--- config.mk ---
export PLATFORM = sky130hd
export DESIGN_NAME = ascii_number_parser_core_flat
export DESIGN_NICKNAME = d
export VERILOG_FILES = /design/src/rtl/anp_pkg.sv /design/src/rtl/anp_in_if.sv /design/src/rtl/anp_out_if.sv /design/src/rtl/ascii_number_parser_core.sv /design/src/flat_wrapper.sv
export SDC_FILE = /design/constraint.sdc
export NUM_CORES = 1
export LEC_CHECK = 0
export ABC_AREA = 1
export BUFFER_PORTS_ARGS = -buffer_cell sky130_fd_sc_hd__buf_2
export CELL_PAD_IN_SITES_DETAIL_PLACEMENT = 1
export CELL_PAD_IN_SITES_GLOBAL_PLACEMENT = 2
export CORE_MARGIN = 1
export CORE_UTILIZATION = 37
export CTS_BUF_LIST = sky130_fd_sc_hd__clkbuf_16
export DETAILED_ROUTE_END_ITERATION = 8
export PLACE_DENSITY = 0.95
export SYNTH_ARGS = -nofsm -noshare
export SYNTH_HDL_FRONTEND = slang
export SYNTH_SLANG_ARGS = --single-unit
export TNS_END_PERCENT = 5
--- constraint.sdc ---
create_clock -name i_clk -period 10.5 [get_ports i_clk]
set_clock_uncertainty 0.2 [all_clocks]
set_input_delay 1.575 -clock i_clk [delete_from_list [all_inputs] [get_ports i_clk]]
set_output_delay 1.575 -clock i_clk [all_outputs]
set_load 0.01 [all_outputs]
--- src/rtl/anp_pkg.sv ---
// Package with the widths, codes and helper function of the ASCII number parser.
`default_nettype none
package anp_pkg;

    localparam int CH_W    = 8;
    localparam int VALUE_W = 64;
    localparam int MODE_W  = 2;
    localparam int CNT_W   = 5;
    localparam int DIGIT_W = 4;

    localparam logic [CNT_W-1:0] HEX_MAX_DIGITS = CNT_W'(16);

    localparam logic [MODE_W-1:0] MODE_UNSIGNED = 2'd0;
    localparam logic [MODE_W-1:0] MODE_OPTIONAL = 2'd1;
    localparam logic [MODE_W-1:0] MODE_SIGNED   = 2'd2;

    localparam logic [CH_W-1:0] CH_ZERO    = 8'h30;
    localparam logic [CH_W-1:0] CH_NINE    = 8'h39;
    localparam logic [CH_W-1:0] CH_LOWER_A = 8'h61;
    localparam logic [CH_W-1:0] CH_LOWER_F = 8'h66;
    localparam logic [CH_W-1:0] CH_UPPER_A = 8'h41;
    localparam logic [CH_W-1:0] CH_UPPER_F = 8'h46;
    localparam logic [CH_W-1:0] CH_LOWER_X = 8'h78;
    localparam logic [CH_W-1:0] CH_UPPER_X = 8'h58;
    localparam logic [CH_W-1:0] CH_MINUS   = 8'h2d;

    typedef struct packed {
        logic               hit;
        logic [DIGIT_W-1:0] val;
    } t_digit;

    // Decodes one hexadecimal character of either case.
    function automatic t_digit hex_digit(input logic [CH_W-1:0] c);
        t_digit r;
        r.hit = 1'b1;
        r.val = c[DIGIT_W-1:0];
        if (c >= CH_ZERO && c <= CH_NINE) begin
            r.val = c[DIGIT_W-1:0];
        end else if ((c >= CH_LOWER_A && c <= CH_LOWER_F) ||
                     (c >= CH_UPPER_A && c <= CH_UPPER_F)) begin
            r.val = DIGIT_W'(c[2:0] + 3'd1) + DIGIT_W'(8);
        end else begin
            r.hit = 1'b0;
        end
        return r;
    endfunction

endpackage
`default_nettype wire

--- src/rtl/anp_in_if.sv ---
// Character channel of the ASCII number parser.
`default_nettype none
interface anp_in_if;
    import anp_pkg::*;

    logic            valid;
    logic            ready;
    logic [CH_W-1:0] ch;
    logic            last;
    logic            empty_token;

    modport source (output valid, ch, last, empty_token, input ready);
    modport sink (input valid, ch, last, empty_token, output ready);
endinterface
`default_nettype wire

--- src/rtl/anp_out_if.sv ---
// Result channel of the ASCII number parser.
`default_nettype none
interface anp_out_if;
    import anp_pkg::*;

    logic               valid;
    logic               ready;
    logic [VALUE_W-1:0] value;
    logic               ok;
    logic               present;

    modport source (output valid, value, ok, present, input ready);
    modport sink (input valid, value, ok, present, output ready);
endinterface
`default_nettype wire

--- src/rtl/ascii_number_parser_core.sv ---
// Top level of the ASCII number parser: character stream in, one integer per token out.
//
// Characters of a token arrive on i_in, one per transfer, with last set on the final
// character; a transfer with empty_token set stands for a zero-length token.
// Each token end gives one transfer on o_out with value, ok and present.
// i_cfg_we writes the two-bit parse mode and drops any token in progress; the user
// writes it only while the block is idle, which the block itself does not enforce.
// A character is held in an input register and then goes through one decimal
// multiply-by-ten-and-add or hex shift into the token state; the result of a token
// is registered in the output register and from there appears on o_out.
// Throughput is one character per cycle while o_out is not stalled.
// While o_out is stalled with a result waiting, the input register can still
// take one character; further characters wait until the result is taken.
// Synchronous reset empties both registers, selects unsigned mode and clears
// the token state.
`default_nettype none
module ascii_number_parser_core (
    input  wire logic                       i_clk,
    input  wire logic                       i_rst_n,
    input  wire logic                       i_cfg_we,
    input  wire logic [anp_pkg::MODE_W-1:0] i_cfg_data,
    anp_in_if.sink                          i_in,
    anp_out_if.source                       o_out
);
    import anp_pkg::*;

    typedef enum logic [2:0] {
        PH_START,
        PH_ZERO,
        PH_PREFIX,
        PH_HEX,
        PH_DEC,
        PH_MINUS
    } t_phase;

    logic [MODE_W-1:0]  r_mode;
    logic               r_in_valid;
    logic [CH_W-1:0]    r_ch;
    logic               r_last;
    logic               r_empty;

    logic [VALUE_W-1:0] r_acc, n_acc;
    logic [CNT_W-1:0]   r_cnt, n_cnt;
    t_phase             r_phase, n_phase;
    logic               r_failed, n_failed;
    logic               r_neg, n_neg;

    logic               r_out_valid;
    logic [VALUE_W-1:0] r_out_value;
    logic               r_out_ok;
    logic               r_out_present;

    logic                   advance;
    logic                   is_signed;
    logic                   is_dig;
    logic [VALUE_W+3:0]     dec_sum;
    logic                   dec_fail;
    t_digit                 hex;
    logic                   res_ok;
    logic                   in_range;
    logic [VALUE_W-1:0]     res_val;

    assign advance    = r_in_valid && (!r_out_valid || o_out.ready);
    assign i_in.ready = !r_in_valid || advance;
    assign is_signed  = (r_mode == MODE_SIGNED);

    assign is_dig   = (r_ch >= CH_ZERO) && (r_ch <= CH_NINE);
    assign dec_sum  = ({4'b0, r_acc} << 3) + ({4'b0, r_acc} << 1)
                    + (VALUE_W+4)'(r_ch[DIGIT_W-1:0]);
    assign dec_fail = !is_dig || (|dec_sum[VALUE_W+3:VALUE_W]);
    assign hex      = hex_digit(r_ch);

    always_comb begin
        n_acc    = r_acc;
        n_cnt    = r_cnt;
        n_phase  = r_phase;
        n_failed = r_failed;
        n_neg    = r_neg;
        if (!r_failed) begin
            case (r_phase)
                PH_START: begin
                    if (is_signed && r_ch == CH_MINUS) begin
                        n_neg   = 1'b1;
                        n_phase = PH_MINUS;
                    end else if (!is_signed && r_ch == CH_ZERO) begin
                        n_phase = PH_ZERO;
                    end else begin
                        n_failed = dec_fail;
                        n_acc    = dec_fail ? r_acc : dec_sum[VALUE_W-1:0];
                        n_phase  = PH_DEC;
                    end
                end
                PH_ZERO: begin
                    if (r_ch == CH_LOWER_X || r_ch == CH_UPPER_X) begin
                        n_phase = PH_PREFIX;
                    end else begin
                        n_failed = dec_fail;
                        n_acc    = dec_fail ? r_acc : dec_sum[VALUE_W-1:0];
                        n_phase  = PH_DEC;
                    end
                end
                PH_PREFIX: begin
                    if (hex.hit) begin
                        n_acc   = VALUE_W'(hex.val);
                        n_cnt   = CNT_W'(1);
                        n_phase = PH_HEX;
                    end else begin
                        n_failed = 1'b1;
                    end
                end
                PH_HEX: begin
                    if (!hex.hit || r_cnt >= HEX_MAX_DIGITS) begin
                        n_failed = 1'b1;
                    end else begin
                        n_acc = {r_acc[VALUE_W-DIGIT_W-1:0], hex.val};
                        n_cnt = r_cnt + CNT_W'(1);
                    end
                end
                PH_MINUS: begin
                    n_failed = dec_fail;
                    n_acc    = dec_fail ? r_acc : dec_sum[VALUE_W-1:0];
                    n_phase  = PH_DEC;
                end
                default: begin
                    n_failed = dec_fail;
                    n_acc    = dec_fail ? r_acc : dec_sum[VALUE_W-1:0];
                end
            endcase
        end
    end

    always_comb begin
        if (!is_signed) begin
            in_range = 1'b1;
        end else if (n_neg) begin
            in_range = !n_acc[VALUE_W-1] || (n_acc[VALUE_W-2:0] == '0);
        end else begin
            in_range = !n_acc[VALUE_W-1];
        end
        res_ok  = !n_failed && ((n_phase == PH_HEX) ||
                  ((n_phase == PH_ZERO || n_phase == PH_DEC) && in_range));
        res_val = n_neg ? (~n_acc + VALUE_W'(1)) : n_acc;
    end

    always_ff @(posedge i_clk) begin
        if (!i_rst_n) begin
            r_mode      <= MODE_UNSIGNED;
            r_in_valid  <= 1'b0;
            r_out_valid <= 1'b0;
            r_acc       <= '0;
            r_cnt       <= '0;
            r_phase     <= PH_START;
            r_failed    <= 1'b0;
            r_neg       <= 1'b0;
        end else begin
            if (i_in.valid && i_in.ready) begin
                r_in_valid <= 1'b1;
                r_ch       <= i_in.ch;
                r_last     <= i_in.last;
                r_empty    <= i_in.empty_token;
            end else if (advance) begin
                r_in_valid <= 1'b0;
            end

            if (i_cfg_we) begin
                r_mode   <= i_cfg_data;
                r_acc    <= '0;
                r_cnt    <= '0;
                r_phase  <= PH_START;
                r_failed <= 1'b0;
                r_neg    <= 1'b0;
            end else if (advance) begin
                if (r_empty || r_last) begin
                    r_acc    <= '0;
                    r_cnt    <= '0;
                    r_phase  <= PH_START;
                    r_failed <= 1'b0;
                    r_neg    <= 1'b0;
                end else begin
                    r_acc    <= n_acc;
                    r_cnt    <= n_cnt;
                    r_phase  <= n_phase;
                    r_failed <= n_failed;
                    r_neg    <= n_neg;
                end
            end

            if (advance && (r_empty || r_last)) begin
                r_out_valid <= 1'b1;
                if (r_empty) begin
                    r_out_value   <= '0;
                    r_out_ok      <= (r_mode == MODE_OPTIONAL);
                    r_out_present <= 1'b0;
                end else begin
                    r_out_value   <= res_ok ? res_val : '0;
                    r_out_ok      <= res_ok;
                    r_out_present <= res_ok;
                end
            end else if (o_out.ready) begin
                r_out_valid <= 1'b0;
            end
        end
    end

    assign o_out.valid   = r_out_valid;
    assign o_out.value   = r_out_value;
    assign o_out.ok      = r_out_ok;
    assign o_out.present = r_out_present;

endmodule
`default_nettype wire

--- src/flat_wrapper.sv ---
// flat-port wrapper written by rule: the top's interface ports become plain ports
module ascii_number_parser_core_flat import anp_pkg::*;
  (i_clk, i_rst_n, i_cfg_we, i_cfg_data, i_in_valid, i_in_ch, i_in_last, i_in_empty_token, i_in_ready, o_out_valid, o_out_value, o_out_ok, o_out_present, o_out_ready);
  anp_in_if i_in_i ();
  anp_out_if o_out_i ();
  input  wire logic i_clk;
  input  wire logic i_rst_n;
  input  wire logic i_cfg_we;
  input  wire logic [anp_pkg::MODE_W-1:0] i_cfg_data;
  input wire logic [$bits(i_in_i.valid)-1:0] i_in_valid;
  input wire logic [$bits(i_in_i.ch)-1:0] i_in_ch;
  input wire logic [$bits(i_in_i.last)-1:0] i_in_last;
  input wire logic [$bits(i_in_i.empty_token)-1:0] i_in_empty_token;
  output wire logic [$bits(i_in_i.ready)-1:0] i_in_ready;
  output wire logic [$bits(o_out_i.valid)-1:0] o_out_valid;
  output wire logic [$bits(o_out_i.value)-1:0] o_out_value;
  output wire logic [$bits(o_out_i.ok)-1:0] o_out_ok;
  output wire logic [$bits(o_out_i.present)-1:0] o_out_present;
  input wire logic [$bits(o_out_i.ready)-1:0] o_out_ready;
  assign i_in_i.valid = i_in_valid;
  assign i_in_i.ch = i_in_ch;
  assign i_in_i.last = i_in_last;
  assign i_in_i.empty_token = i_in_empty_token;
  assign i_in_ready = i_in_i.ready;
  assign o_out_valid = o_out_i.valid;
  assign o_out_value = o_out_i.value;
  assign o_out_ok = o_out_i.ok;
  assign o_out_present = o_out_i.present;
  assign o_out_i.ready = o_out_ready;
  ascii_number_parser_core u_core (.i_clk(i_clk), .i_rst_n(i_rst_n), .i_cfg_we(i_cfg_we), .i_cfg_data(i_cfg_data), .i_in(i_in_i), .o_out(o_out_i));
endmodule
# Word-level counts from Yosys, hierarchy flattened
# Index checks and enable logic that the tools add are counted.
[word_totals]
register_bits = 154
in_bits = 17
output_inout_bits = 68
[classes]
n_addsub = 6
order_cmp = 7
eq_ne = 16
muxes = 45
n_bitwise = 3
reduce_logical = 38
[ops]
columns = ["cell", "count"]
rows = [
  ["$mux 64", 9],
  ["$pmux 64 s4", 1],
  ["$add 67x65->68", 1],
  ["$add 68x4->68", 1],
  ["$add 64x1->64 const B", 1],
  ["$not 64->64", 1],
  ["$logic_not 63->1", 1],
  ["$mux 1", 20],
  ["$mux 5", 4],
  ["$mux 3", 6],
  ["$eq 8x6->1 const B", 2],
  ["$eq 8x7->1 const B", 2],
  ["$ge 8x7->1 const B", 2],
  ["$le 8x7->1 const B", 2],
  ["$pmux 3 s4", 1],
  ["$logic_and 1x1->1", 10],
  ["$logic_or 1x1->1", 10],
  ["$pmux 5 s2", 1],
  ["$eq 3x2->1 const B", 3],
  ["$ge 8x6->1 const B", 1],
  ["$le 8x6->1 const B", 1],
  ["$mux 4", 2],
  ["$logic_not 1->1", 7],
  ["$eq 3x1->1 const B", 2],
  ["19 further kinds", 24],
]

# Logic depth before layout (Yosys ltp)
[depth]
depth_word = 19
mapped_depth = 37
ltp_nobuf = 35

# Least setup slack after synthesis
# No wires, ideal clock.
[synth_path]
path_kind = "input-to-reg"
startpoint = "in o_out_ready"
endpoint = "reg u_core.r_out_ok (netlist: u_core.o_out.ok), enable pin"
t_arrival_ns = 4.741
slack_ns = 5.068
path_stages = 6
n_path_buf = 0
cell_sequence = "nor2_1 -> inv_1 -> nand2_1 -> inv_1 -> nand2_1 -> nor2_1"
[synth_via]
elab_chain_len = 4
[synth_lines]
columns = ["element", "line_no", "rtl"]
rows = [
  ["from (decl)", "flat_wrapper.sv:19", "input wire logic [$bits(o_out_i.ready)-1:0] o_out_ready;"],
  ["$logic_or 1x1->1", "ascii_number_parser_core.sv:63", "assign advance = r_in_valid && (!r_out_valid || o_out.ready);"],
  ["$logic_and 1x1->1", "ascii_number_parser_core.sv:63", ""],
  ["$logic_and 1x1->1", "ascii_number_parser_core.sv:188", "if (advance && (r_empty || r_last)) begin"],
  ["$reduce_and 2->1 (no source line)", "-", ""],
  ["to (signal assigned)", "ascii_number_parser_core.sv:192", "r_out_ok <= (r_mode == MODE_OPTIONAL);"],
  ["to (signal assigned)", "ascii_number_parser_core.sv:196", "r_out_ok <= res_ok;"],
  ["to (decl)", "ascii_number_parser_core.sv:50", "logic r_out_ok;"],
]
# Every way passes these cells.
# A chain may end at the register's enable or synchronous reset.

# Worst setup path in the final report
[layout_path]
startpoint = "reg u_core.r_ch[3]"
endpoint = "reg u_core.r_out_value[17] (netlist: u_core.o_out.value[17]), data pin"
[layout_via]
elab_chain_len = 19
word_cells_on_any_way = 69
classes_between = "add/sub: 2; order compare: 6; eq/ne: 7; mux: 31; bitwise: 2; reduce/logical: 21"
[layout_lines]
columns = ["element", "line_no", "rtl"]
rows = [
  ["from (decl)", "ascii_number_parser_core.sv:38", "logic [CH_W-1:0] r_ch;"],
  ["from (signal assigned)", "ascii_number_parser_core.sv:158", "r_ch <= i_in.ch;"],
  ["branches (longest 19 deep; another with $add 68x4->68)", "-", ""],
  ["to (signal assigned)", "ascii_number_parser_core.sv:195", "r_out_value <= res_ok ? res_val : '0;"],
  ["to (decl)", "ascii_number_parser_core.sv:49", "logic [VALUE_W-1:0] r_out_value;"],
]
# Several ways; the timed one is not identified.

==> report_table.html <==
<table>
<tr><th>Metric</th><th>Value</th></tr>
<tr><th colspan="2">Power</th></tr>
<tr><td>Peak supply drop</td><td>0.104 mV</td></tr>
<tr><td>Standby leakage power</td><td>9.84 nW</td></tr>
<tr><td>Total power divided by cell area</td><td>82.2 nW/um^2</td></tr>
<tr><td>Total power</td><td>1.60 mW</td></tr>
<tr><th colspan="2">Die</th></tr>
<tr><td>Die W</td><td>222 um</td></tr>
<tr><td>Core box area</td><td>47800 um^2</td></tr>
<tr><td>Die ar.</td><td>49500 um^2</td></tr>
<tr><td>Initial core utilization</td><td>0.376</td></tr>
<tr><td>Num rows</td><td>80</td></tr>
<tr><td>Top Ports</td><td>85</td></tr>
<tr><td>Vert. Die Dim</td><td>222 um</td></tr>
<tr><th colspan="2">Yosys</th></tr>
<tr><td>Most frequent cell after synthesis</td><td>sky130_fd_sc_hd__nand2_1</td></tr>
<tr><td>Library cells used by synthesis</td><td>54</td></tr>
<tr><td>Syn Nets</td><td>3208</td></tr>
<tr><td>Synth Register Bits</td><td>154</td></tr>
<tr><td>Share of the synthesized area in the top cell type</td><td>0.240</td></tr>
<tr><td>Post-synth EDFFs</td><td>76</td></tr>
<tr><td>Leading post-synthesis cells by cell area</td><td>sky130_fd_sc_hd__nand2_1 (24%), sky130_fd_sc_hd__edfxtp_1 (13%), sky130_fd_sc_hd__ha_1 (9.3%)</td></tr>
<tr><td>Biggest area consumer among synthesized cells</td><td>sky130_fd_sc_hd__nand2_1</td></tr>
<tr><td>Mapped Cells</td><td>3056</td></tr>
<tr><td>Area of the mapped netlist</td><td>18000 um^2</td></tr>
<tr><td>FFs w/ async S/R, synth</td><td>0</td></tr>
<tr><td>Prevailing post-synth register cell</td><td>sky130_fd_sc_hd__dfxtp_1</td></tr>
<tr><td>List of most frequent post-synthesis cells</td><td>sky130_fd_sc_hd__nand2_1 (1148), sky130_fd_sc_hd__inv_1 (362), sky130_fd_sc_hd__nor2_1 (324), sky130_fd_sc_hd__nand3_1 (213), sky130_fd_sc_hd__a21oi_1 (175)</td></tr>
<tr><td>Synth Warn #</td><td>0</td></tr>
<tr><td>Portion of the post-synthesis area used by sequential elements</td><td>0.214</td></tr>
<tr><td>Avg Synthesized Cell Area</td><td>5.88 um^2</td></tr>
<tr><th colspan="2">Drt</th></tr>
<tr><td>Met3 Routed Length</td><td>3130 um</td></tr>
<tr><td>Number of DRC violations after detailed-routing iteration 0</td><td>1372</td></tr>
<tr><td>Number of vias per cell</td><td>5.47</td></tr>
<tr><td>Met2 wirelength from detailed routing</td><td>36900 um</td></tr>
<tr><td>Routed length per placed instance</td><td>20.6 um</td></tr>
<tr><td>Count of nets left with antenna violations after detail routing</td><td>0</td></tr>
<tr><td>Met1 WL</td><td>32400 um</td></tr>
<tr><td>Post-route DRC violation count</td><td>0</td></tr>
<tr><td>TritonRoute pass-1 iters</td><td>5</td></tr>
<tr><td>Top routing layer used</td><td>met4</td></tr>
<tr><td>Vias after detailed routing</td><td>20300</td></tr>
<tr><td>Total wirelength of the detailed-routed design</td><td>76400 um</td></tr>
<tr><th colspan="2">Cells and area</th></tr>
<tr><td>Number of nets in the layout</td><td>3229</td></tr>
<tr><td>Area growth syn-to-layout</td><td>8.20%</td></tr>
<tr><td>Ratio of cells with drive above 1 in the final layout</td><td>0.0848</td></tr>
<tr><td>Number of antenna diodes</td><td>0</td></tr>
<tr><td>Non-filler instance count after layout</td><td>3705</td></tr>
<tr><th colspan="2">GRT</th></tr>
<tr><td>Overflow left after global routing</td><td>0</td></tr>
<tr><td>Largest net degree at the start of global routing</td><td>79</td></tr>
<tr><td>Initial antenna violation count</td><td>0</td></tr>
<tr><td>Global-route wire length before repair</td><td>117000 um</td></tr>
<tr><td>GR Util All Layers</td><td>0.306</td></tr>
<tr><td>Vias in the first global route</td><td>20600</td></tr>
<tr><th colspan="2">Clock tree</th></tr>
<tr><td>TritonCTS clock tree</td><td>built</td></tr>
<tr><td>H-tree Lvls</td><td>4</td></tr>
<tr><td>Inserted Clock Buffers</td><td>17</td></tr>
<tr><td>Clk slew on worst S/H paths</td><td>0.07 ns</td></tr>
<tr><td>Clock network latency to the later pin of the worst-skew pair</td><td>0.46 ns</td></tr>
<tr><td>Clk sink count</td><td>154</td></tr>
<tr><td>Max Buffers Root-to-Sink</td><td>2</td></tr>
<tr><td>CTS Hold Bufs</td><td>0</td></tr>
<tr><td>Number of buffers added for setup after CTS</td><td>0</td></tr>
<tr><td>Clk Tree Root Cell</td><td>sky130_fd_sc_hd__clkbuf_16</td></tr>
<tr><td>Count of cells resized by post-cts repair</td><td>0</td></tr>
<tr><th colspan="2">STA</th></tr>
<tr><td>Timing-limited maximum frequency</td><td>144 MHz</td></tr>
<tr><td>Post-route fraction of the period consumed by the critical path</td><td>0.662</td></tr>
<tr><td>Number of failing setup endpoints in the final timing report</td><td>0</td></tr>
<tr><td>Max-slew violation count</td><td>0</td></tr>
<tr><td>Setup repair after global routing missed its margin</td><td>false</td></tr>
<tr><td>Total negative setup slack</td><td>0 ns</td></tr>
<tr><td>Final hold vios</td><td>0</td></tr>
<tr><td>Fin crit period</td><td>6.95 ns</td></tr>
<tr><td>Tightest Pin Transition</td><td>1.04 ns</td></tr>
<tr><td>Worst slew margin relative to its limit</td><td>0.299</td></tr>
<tr><th colspan="2">Hold path</th></tr>
<tr><td>HP Class</td><td>flop to flop</td></tr>
<tr><td>Hold Path Cell Cnt</td><td>2</td></tr>
<tr><th colspan="2">Run</th></tr>
<tr><td>Total of max-cap violations</td><td>0</td></tr>
<tr><th colspan="2">Worst setup path</th></tr>
<tr><td>Worst-case register-to-register setup slack</td><td>3.55 ns</td></tr>
<tr><td>Most Frequent Cell on Critical Path</td><td>sky130_fd_sc_hd__nand2_1</td></tr>
<tr><td>Worst-path maximum fanout</td><td>60</td></tr>
<tr><td>Data required time of the critical path</td><td>10.46 ns</td></tr>
<tr><td>Arr. time, crit path</td><td>6.91 ns</td></tr>
<tr><td>R2R depth</td><td>33</td></tr>
<tr><td>CP endpoint kind</td><td>flop</td></tr>
<tr><td>Max incr delay on CP</td><td>0.67 ns</td></tr>
<tr><td>Class of the most critical setup path</td><td>flop to flop</td></tr>
<tr><td>Sort of element at the start of the critical path</td><td>flop</td></tr>
<tr><td>Highest-delay cell along the critical path</td><td>sky130_fd_sc_hd__nor2_1</td></tr>
<tr><th colspan="2">Outcome</th></tr>
<tr><td>Outcome</td><td>finished clean</td></tr>
<tr><th colspan="2">Placement</th></tr>
<tr><td>Port buffer count</td><td>84</td></tr>
<tr><td>Final estimated routing congestion in global placement</td><td>1.02</td></tr>
<tr><td>Number of instances in the placed design</td><td>3673</td></tr>
<tr><td>Total half-perimeter wirelength after legalization and detailed placement</td><td>61100 um</td></tr>
</table>
-- cells by family after synthesis --
family                   Yosys count  share of synthesized area
AO/OA/AOI/OAI                    374                      0.129
XOR/XNOR                          59                     0.0288
adder cells (fa/ha/maj)          135                     0.0948
buffers and inverters            502                      0.111
flip-flops                       154                      0.214
AND/OR/NAND/NOR                 1832                      0.423
-- layout make-up --
type	count	area (um^2)
Sequential cell	154	3850
Tap cell	615	769
Fill cell	6669	28400
Timing Repair Buffer	99	533
Clock buffer	17	425
Clock inverter	15	174
Multi-Input combinational cell	2400	12200
Inverter	405	1520
-- registers in the layout, summed over array words and instances (netlist names) --
| name | flops |
|---|---|
| u_core.r_in_valid | 1 |
| u_core.r_cnt | 5 |
| u_core.o_out.present | 1 |
| u_core.r_phase | 3 |
| u_core.o_out.ok | 1 |
| u_core.r_ch | 8 |
| u_core.r_acc | 64 |
| u_core.r_empty | 1 |
| u_core.r_failed | 1 |
| u_core.o_out.valid | 1 |
| u_core.r_neg | 1 |
| u_core.r_mode | 2 |
| u_core.o_out.value | 64 |
| u_core.r_last | 1 |
-- where the power goes --
part	switching (mW)	leakage, nW	internal [mW]	total (mW)
Sequential	0.00649	1.44	0.633	0.640
Clock	0.291	0.290	0.374	0.665
Combinational	0.222	8.12	0.0714	0.293
-- path summary, 6_finish.rpt --
path | from | end
worst min-delay path | u_core.r_mode[0]$_SDFFE_PN0P_ | u_core.r_mode[0]$_SDFFE_PN0P_
worst min register to register | u_core.r_mode[0]$_SDFFE_PN0P_ | u_core.r_mode[0]$_SDFFE_PN0P_
worst max-delay path | u_core.r_ch[3]$_DFFE_PP_ | u_core.o_out.value[17]$_SDFFCE_PP0P_
worst max register to register | u_core.r_ch[3]$_DFFE_PP_ | u_core.o_out.value[17]$_SDFFCE_PP0P_
-- through the flow --
| stage | area, um^2 | worst slack, ns | util | hold slack, ns |
|---|---|---|---|---|
| global route | 19400 | 3.10 | 0.406 | 0.327 |
| floorplan | 18000 | 5.07 | - | 0.247 |
| detailed placement | 18800 | 3.69 | 0.394 | 0.289 |
| CTS | 19400 | 3.69 | 0.406 | 0.300 |
| global placement | 18800 | 3.90 | 0.394 | 0.263 |
| finish | 19400 | 3.55 | 0.406 | 0.293 |
-- layer usage --
metal,track usage,up-vias
met3,0.0394,145
li1,-,9835
met1,0.370,9804
met2,0.536,493
met5,0,-
met4,0.147,0
-- cell usage in the layout (no fill, tap or decap), types with 21 or more instances in the layout --
cell,count
sky130_fd_sc_hd__a21oi_1,175
sky130_fd_sc_hd__a21oi_2,33
sky130_fd_sc_hd__a221oi_1,44
sky130_fd_sc_hd__buf_2,84
sky130_fd_sc_hd__dfxtp_1,77
sky130_fd_sc_hd__edfxtp_1,76
sky130_fd_sc_hd__ha_1,133
sky130_fd_sc_hd__inv_1,362
sky130_fd_sc_hd__inv_2,43
sky130_fd_sc_hd__nand2_1,1146
sky130_fd_sc_hd__nand3_1,213
sky130_fd_sc_hd__nand3b_1,31
sky130_fd_sc_hd__nand4_1,21
sky130_fd_sc_hd__nor2_1,320
sky130_fd_sc_hd__nor3_1,34
sky130_fd_sc_hd__o21ai_0,60
sky130_fd_sc_hd__xnor2_1,31
sky130_fd_sc_hd__xor2_1,28
-- critical path, delay by kind of cell, from the launching register on --
| kind | cells | cell delay [ns] |
|---|---|---|
| adders and majority gates | 3 | 1.20 |
| buffers and inverters | 3 | 0.37 |
| and+or+nand+nor | 27 | 4.27 |
| DFF | 1 | 0.43 |
Note: power is estimated with default switching activity, not from simulation.
